## config.mk

```make
export PLATFORM = sky130hd
export DESIGN_NAME = ssbd_ctrl
export DESIGN_NICKNAME = d
export VERILOG_FILES = /design/src/ssbd_pkg.sv /design/src/ssbd_ctrl.sv
export SDC_FILE = /design/constraint.sdc
export NUM_CORES = 1
export LEC_CHECK = 0
export BUFFER_PORTS_ARGS = -buffer_cell sky130_fd_sc_hd__buf_2
export CORE_AREA = 2 2 39 41
export DETAILED_ROUTE_END_ITERATION = 16
export DIE_AREA = 0 0 41 43
export SETUP_SLACK_MARGIN = 0.1
export SLEW_MARGIN = 20
export SYNTH_ARGS = -nofsm -noshare
export SYNTH_HDL_FRONTEND = slang
export SYNTH_SLANG_ARGS = --single-unit
```

## constraint.sdc

```tcl
create_clock -name clk -period 1.7 [get_ports clk]
set_input_delay 0.17 -clock clk [delete_from_list [all_inputs] [get_ports clk]]
set_output_delay 0.17 -clock clk [all_outputs]
set_load 0.05 [all_outputs]
```

## src/ssbd_pkg.sv

```systemverilog
`timescale 1ns / 1ps
// Shared types and constants for the seeded substitution byte decoder.
// No dependencies.
package ssbd_pkg;

  localparam int unsigned SEED_MOD    = 250;
  localparam int unsigned SWAP_SPAN   = 254;
  localparam int unsigned STRIDE_BASE = 6;
  localparam int unsigned SEED_SPAN   = SEED_MOD * SWAP_SPAN;
  localparam int unsigned SWAP_COUNT  = 10000;
  localparam int unsigned TABLE_SIZE  = 256;

  // reciprocal multipliers: seed / SEED_SPAN taken as (seed >> 2) * SPAN_RECIP >> SPAN_SHIFT,
  // r / SEED_MOD taken as (r >> 1) * MOD_RECIP >> MOD_SHIFT
  localparam int unsigned SPAN_RECIP  = 554084600;
  localparam int unsigned SPAN_SHIFT  = 43;
  localparam int unsigned MOD_RECIP   = 33555;
  localparam int unsigned MOD_SHIFT   = 22;
  localparam int unsigned DIV_STEPS   = 2;

  localparam logic [3:0] OP_IDLE  = 4'd0;
  localparam logic [3:0] OP_LOAD  = 4'd1;
  localparam logic [3:0] OP_DIV1  = 4'd2;
  localparam logic [3:0] OP_DIV2  = 4'd3;
  localparam logic [3:0] OP_PREP  = 4'd4;
  localparam logic [3:0] OP_INIT  = 4'd5;
  localparam logic [3:0] OP_SWRD0 = 4'd6;
  localparam logic [3:0] OP_SWRD1 = 4'd7;
  localparam logic [3:0] OP_SWW0  = 4'd8;
  localparam logic [3:0] OP_SWW1  = 4'd9;
  localparam logic [3:0] OP_INV0  = 4'd10;
  localparam logic [3:0] OP_INVRD = 4'd11;
  localparam logic [3:0] OP_INVWR = 4'd12;

  typedef struct packed {
    logic       run;
    logic [3:0] op;
  } cmd_t;

  typedef struct packed {
    logic div1_last;
    logic div2_last;
    logic init_last;
    logic swap_last;
    logic inv_last;
  } sts_t;

endpackage

```

## src/ssbd_ctrl.sv

```systemverilog
`timescale 1ns / 1ps
// Controller: sequences seed reduction, table build and run mode.
// Depends on ssbd_pkg.
module ssbd_ctrl
  import ssbd_pkg::*;
(
  input  logic clk,
  input  logic rst,
  input  logic cfg_we,
  input  logic cfg_neg,
  input  sts_t sts,
  output cmd_t cmd
);

  localparam logic [3:0] ST_RUN   = 4'd0;
  localparam logic [3:0] ST_LOAD  = 4'd1;
  localparam logic [3:0] ST_DIV1  = 4'd2;
  localparam logic [3:0] ST_DIV2  = 4'd3;
  localparam logic [3:0] ST_PREP  = 4'd4;
  localparam logic [3:0] ST_INIT  = 4'd5;
  localparam logic [3:0] ST_SWRD0 = 4'd6;
  localparam logic [3:0] ST_SWRD1 = 4'd7;
  localparam logic [3:0] ST_SWW0  = 4'd8;
  localparam logic [3:0] ST_SWW1  = 4'd9;
  localparam logic [3:0] ST_INV0  = 4'd10;
  localparam logic [3:0] ST_INVRD = 4'd11;
  localparam logic [3:0] ST_INVWR = 4'd12;

  logic [3:0] state, state_next;

  always_comb begin
    state_next = state;
    case (state)
      ST_RUN:   state_next = ST_RUN;
      ST_LOAD:  state_next = ST_DIV1;
      ST_DIV1:  if (sts.div1_last) begin
                  state_next = ST_DIV2;
                end
      ST_DIV2:  if (sts.div2_last) begin
                  state_next = ST_PREP;
                end
      ST_PREP:  state_next = ST_INIT;
      ST_INIT:  if (sts.init_last) begin
                  state_next = ST_SWRD0;
                end
      ST_SWRD0: state_next = ST_SWRD1;
      ST_SWRD1: state_next = ST_SWW0;
      ST_SWW0:  state_next = ST_SWW1;
      ST_SWW1:  state_next = sts.swap_last ? ST_INV0 : ST_SWRD0;
      ST_INV0:  state_next = ST_INVRD;
      ST_INVRD: state_next = ST_INVWR;
      ST_INVWR: state_next = sts.inv_last ? ST_RUN : ST_INVRD;
      default:  state_next = ST_RUN;
    endcase
    // a seed write from any state restarts the build, or goes straight to run mode for a negative seed
    if (cfg_we) begin
      state_next = cfg_neg ? ST_RUN : ST_LOAD;
    end
  end

  always_ff @(posedge clk) begin
    if (rst) begin
      state <= ST_RUN;
    end else begin
      state <= state_next;
    end
  end

  always_comb begin
    cmd.run = (state == ST_RUN);
    case (state)
      ST_LOAD:  cmd.op = OP_LOAD;
      ST_DIV1:  cmd.op = OP_DIV1;
      ST_DIV2:  cmd.op = OP_DIV2;
      ST_PREP:  cmd.op = OP_PREP;
      ST_INIT:  cmd.op = OP_INIT;
      ST_SWRD0: cmd.op = OP_SWRD0;
      ST_SWRD1: cmd.op = OP_SWRD1;
      ST_SWW0:  cmd.op = OP_SWW0;
      ST_SWW1:  cmd.op = OP_SWW1;
      ST_INV0:  cmd.op = OP_INV0;
      ST_INVRD: cmd.op = OP_INVRD;
      ST_INVWR: cmd.op = OP_INVWR;
      default:  cmd.op = OP_IDLE;
    endcase
  end

endmodule

```

Yosys cells after proc, flatten, opt, wreduce, memory -nomap -nowiden

Memory sizes are Yosys's and may differ from the RTL's. A register that Yosys moved wholly into a read port is not among the register bits.
Index checks and enable logic that the tools add are counted.

Register bits after elaboration: 4
Bits in read-only memories: 64
Bits of input ports: 9
Output and inout bits: 5
Logic and storage cells: 29
Memories: 1

Memories:

| memory          | words | bits a word | read ports | clocked after memory_dff | wr ports | RTL line        | RTL |
|---|---|---|---|---|---|---|---|
| (no name shown) | 16    | 4           | 1          | 1                        | 0        | ssbd_ctrl.sv:71 | `case (state)` |

Equality and inequality tests: 15
Multiplexer cells: 10
Reductions and logical operators: 2

Operator list:

| cell               | number |
|---|---|
| $pmux 4 s12        | 1 |
| $mux 4             | 8 |
| $eq 4x4->1 const B | 5 |
| $eq 4x3->1 const B | 4 |
| $ne 3x3->1 const B | 3 |
| $eq 4x2->1 const B | 2 |
| $eq 4x1->1 const B | 1 |
| $logic_not 4->1    | 1 |
| $reduce_and 3->1   | 1 |
| $mux 1             | 1 |

Depth between registers and ports, before layout

Word-level depth: 5
Depth in mapped cells: 5
Depth with buffers taken out: 4

Worst setup path before layout

No wires, ideal clock.

Path type: register -> register
Start: register state[3]
End: register cmd[0] (netlist name)
Library setup time: 0.129 ns
Arrival: 1.070 ns
Required time: 1.571 ns
Setup slack: 0.501 ns
Cell stages (with the launch flop): 5
Buffers on the path: 1
Period minus slack after synthesis: 1.199 ns
Cells stage by stage: dfxtp_1 -> buf_2 -> o311ai_0 -> o311a_1 -> a211oi_1

Cells in the longest elaborated chain, start to end: 5
Elaborated cells on any way between the ends: 20
Those cells by class: 15 x eq/ne; 4 x mux; 1 x reduce/logical

Ends and longest elaborated chain:

| item                                              | RTL line        | RTL |
|---|---|---|
| start: declaration                                | ssbd_ctrl.sv:29 | `logic [3:0] state, state_next;` |
| start signal: assignment                          | ssbd_ctrl.sv:65 | `state <= state_next;` |
| $eq 4x4->1 (tied with other cells)                | ssbd_ctrl.sv:33 | `case (state)` |
| $pmux 4 s12 / $ne 3x3->1 (equally long branches)  | -               |  |
| $mux 4 / $reduce_and 3->1 (equally long branches) | -               |  |
| $mux 4 (no source line) * (2 in a row)            | -               |  |

Every way passes the cells marked *; elsewhere a longest branch is shown, timed or not.
A chain may end at the register's enable or synchronous reset.

==> results by group <==
Finish
  • Non-Filler Instances: 90
  • Post-Layout Inst Area: 602 µm²
  • Multi-input gate area: 307 µm²
  • Area grow syn2layout: 20.2%
  • Fillers: 149
  • Number of antenna diodes: 0
  • NumNets Final: 85
  • Layout cell share with drive strength beyond 1: 29.7%
  • Reg area: 161 µm²

Placed design
  • Placed cells: 87
  • PortBufs: 13
  • GP Congestion: 0.765
  • Hpwl dp: 836 µm
  • Placed Area: 578 µm²

Setup path
  • Worst-path maximum fanout: 11
  • Crit path launch type: register
  • Worst Reg-to-Reg Cells: 4
  • Worst Path Required: 1.53 ns
  • Slowest CP cell: dfxtp_1
  • WP data arrival: 1.25 ns
  • Crit path largest cell delay: 0.58 ns
  • Worst path buffer plus inverter count: 2
  • RR Startpoint: state[1]
  • Critical Path Sink Type: output pin
  • Setup CP Type: register to output pin
  • Crit-path cells: nor2_4 > nand2_1 > inv_1 > buf_2
  • Crit path max-delay family: flip-flops
  • R2R setup slack: 0.30 ns
  • Worst r2r dst: state[0]

Timing
  • Count of pins over their slew limit: 0
  • RSZ-0062 raised after global routing: no
  • WHS: 0.102 ns
  • Final Hold Fails: 0
  • Min cycle time layout: 1.42 ns
  • Post-Route Setup TNS: 0 ns
  • Worst Tran Pin Value: 0.430 ns
  • Max frequency: 707 MHz
  • Part of the cycle the worst path needs: 83.2%
  • Slew margin rel.: 71.3%
  • Clock Skew: 0.000711 ns
  • Setup violators final: 0

Min path
  • End of the worst hold path: cmd[0]
  • Hold_sp: rst
  • Worst Hold Depth: 2
  • Hold crit path type: primary input to register

Global routing
  • First-pass GRT wire length: 1.74 mm
  • Initial antenna violation count: 0
  • Total GRT Usage: 14.7%
  • Grt ovf: 0
  • Vias in the first global route: 417
  • Pin count of the biggest net entering global routing: 16

Clock network
  • CTS tree: done
  • Clock Sink Count: 8
  • CTS buffer count: 3
  • CTS max path bufs: 2
  • Clock transition at path regs: 0.05 ns
  • Htree depth: 1
  • Worst-skew pair later-pin latency: 0.25 ns
  • Root Driver: clkbuf_4

Logic synthesis
  • Post-Syn Area: 500 µm²
  • Syn. warnings: 0
  • Post-Syn Nets: 69
  • Yosys cell types: 29
  • Post-synthesis area per instance: 8.34 µm²
  • Synthesized instance count: 60
  • FF+latch count, synth: 8
  • Seq/Total Area, Yosys: 32.0%

Detailed routing
  • Routed length per instance: 12.2 µm
  • Routed Wire Length: 1.10 mm
  • Vias: 495
  • Residual DRC count: 0
  • Vias per cell: 5.50
  • Antenna-violating nets left: 0
  • DRT iter0 DRCs: 13
  • Initial DRT Pass Iterations: 4

Die
  • Die Span Y: 43 µm
  • Area of the core: 1380 µm²
  • Effective utilization at floorplan: 36.2%
  • Rows: 14
  • Total die area: 1760 µm²
  • Chip width: 41 µm
  • IO Count: 14

Power
  • PwrDens: 734 nW/µm²
  • Int Pwr: 310 µW
  • Clock Power Share: 33.0%
  • Worst vdd ir: 418 µV
  • Switch Pwr: 132 µW
  • Leakage dissipation: 0.247 nW
  • Sequential cell fraction of total power: 46.2%
  • Combinational share of power: 20.8%
  • Switch share: 29.9%

Job
  • Max cap viols: 0

Outcome
  • Outcome: finished, final reports clean
==> how the worst max path moves through the flow <==
stage	slack [ns]	start	end	cells past startpoint
3_5_place_dp	0.22	state[1]	cmd[0]	4
3_3_place_gp	0.28	state[1]	cmd[0]	4
2_1_floorplan	0.50	state[3]	cmd[0]	4
5_1_grt	0.20	state[3]	cmd[4]	4
6_report	0.28	state[3]	cmd[4]	4
4_1_cts	0.18	state[1]	state[0]	4
==> flip-flops by register name, summed over array words and instances (netlist names) <==
signal and cells:
cmd 4, state 4
==> cell families after synthesis <==
group / count (synthesis) / share of synthesized area (%)
AND/OR/NAND/NOR: 24 / 28.3
AO/OA/AOI/OAI: 20 / 31.0
flip-flops: 8 / 32.0
buffers and inverters: 7 / 6.75
multiplexers: 1 / 2.00
==> layout by cell type, fill, tap and decap left out, drive strengths merged, types with 2 or more instances in the layout <==
cell,n
o31a,2
o211a,2
nand2b,2
o21ai,3
dfxtp,8
inv,3
nor3,2
a21oi,3
buf,15
clkbuf,3
nand2,6
nor2,8
a211oi,2
o211ai,2
==> synth_stat cells <==
cell type  instances  area share (%)
a211oi_1           2             3.0
nor2_4             1             2.2
o32ai_1            1             1.8
and2_1             1             1.3
inv_1              3             2.2
o311ai_0           1             1.8
o2bb2ai_1          1             1.8
nand3_1            1             1.0
nor4b_4            1             4.7
nand3b_1           1             1.5
o211a_1            2             4.0
o211ai_1           2             3.0
nand2b_1           2             2.5
nor3_1             2             2.0
buf_4              1             1.5
nor4bb_1           1             2.0
o311a_1            1             2.0
a21oi_1            3             3.0
nor4_1             1             1.3
buf_2              3             3.0
o31a_1             2             3.5
dfxtp_1            8              32
o21ai_0            2             2.0
nor2_1             7             5.3
o21ai_1            1             1.0
a2bb2oi_1          1             1.8
o22ai_2            1             2.5
nand2_1            6             4.5
mux2i_1            1             2.0
==> power groups by stage <==
stage               sequential, mW  clock (mW)  combinational (mW)
CTS                          0.203       0.151              0.0922
global route                 0.205       0.165              0.0986
detailed placement           0.207           0              0.0919
finish                       0.204       0.146              0.0921
floorplan                    0.214           0              0.0569
global placement             0.207           0              0.0917
==> layout make-up <==
cell class | count | area share (%)
clock buffer | 3 | 3.74
sequential | 8 | 26.8
tap | 16 | 3.33
multi-input combinational | 45 | 50.9
timing repair buffer | 15 | 13.3
inverter | 3 | 1.87
==> metrics by stage <==
step | utilization, % | power [mW] | setup WS, ns
floorplan | - | 0.271 | 0.501
global placement | 41.8 | 0.299 | 0.283
detailed placement | 41.8 | 0.299 | 0.217
CTS | 43.4 | 0.447 | 0.181
global route | 43.5 | 0.469 | 0.203
finish | 43.5 | 0.442 | 0.285
==> layer usage <==
layer,routed length [µm],global-route usage [%],share of wire (%),up-vias
li1,-,-,-,254
met1,552,21.6,50,226
met2,494,17.8,45,13
met3,45,1.57,4.1,2
met4,9,13.3,0.82,0
met5,0,0,0,-
==> repair_timing <==
item                                    4_1_cts  5_1_grt
hold buffers                                  0        0
buffers inserted                              0        0
resized for setup                             0        1
endpoints found under the setup margin        0        2
(Power assumes the default switching activity.)
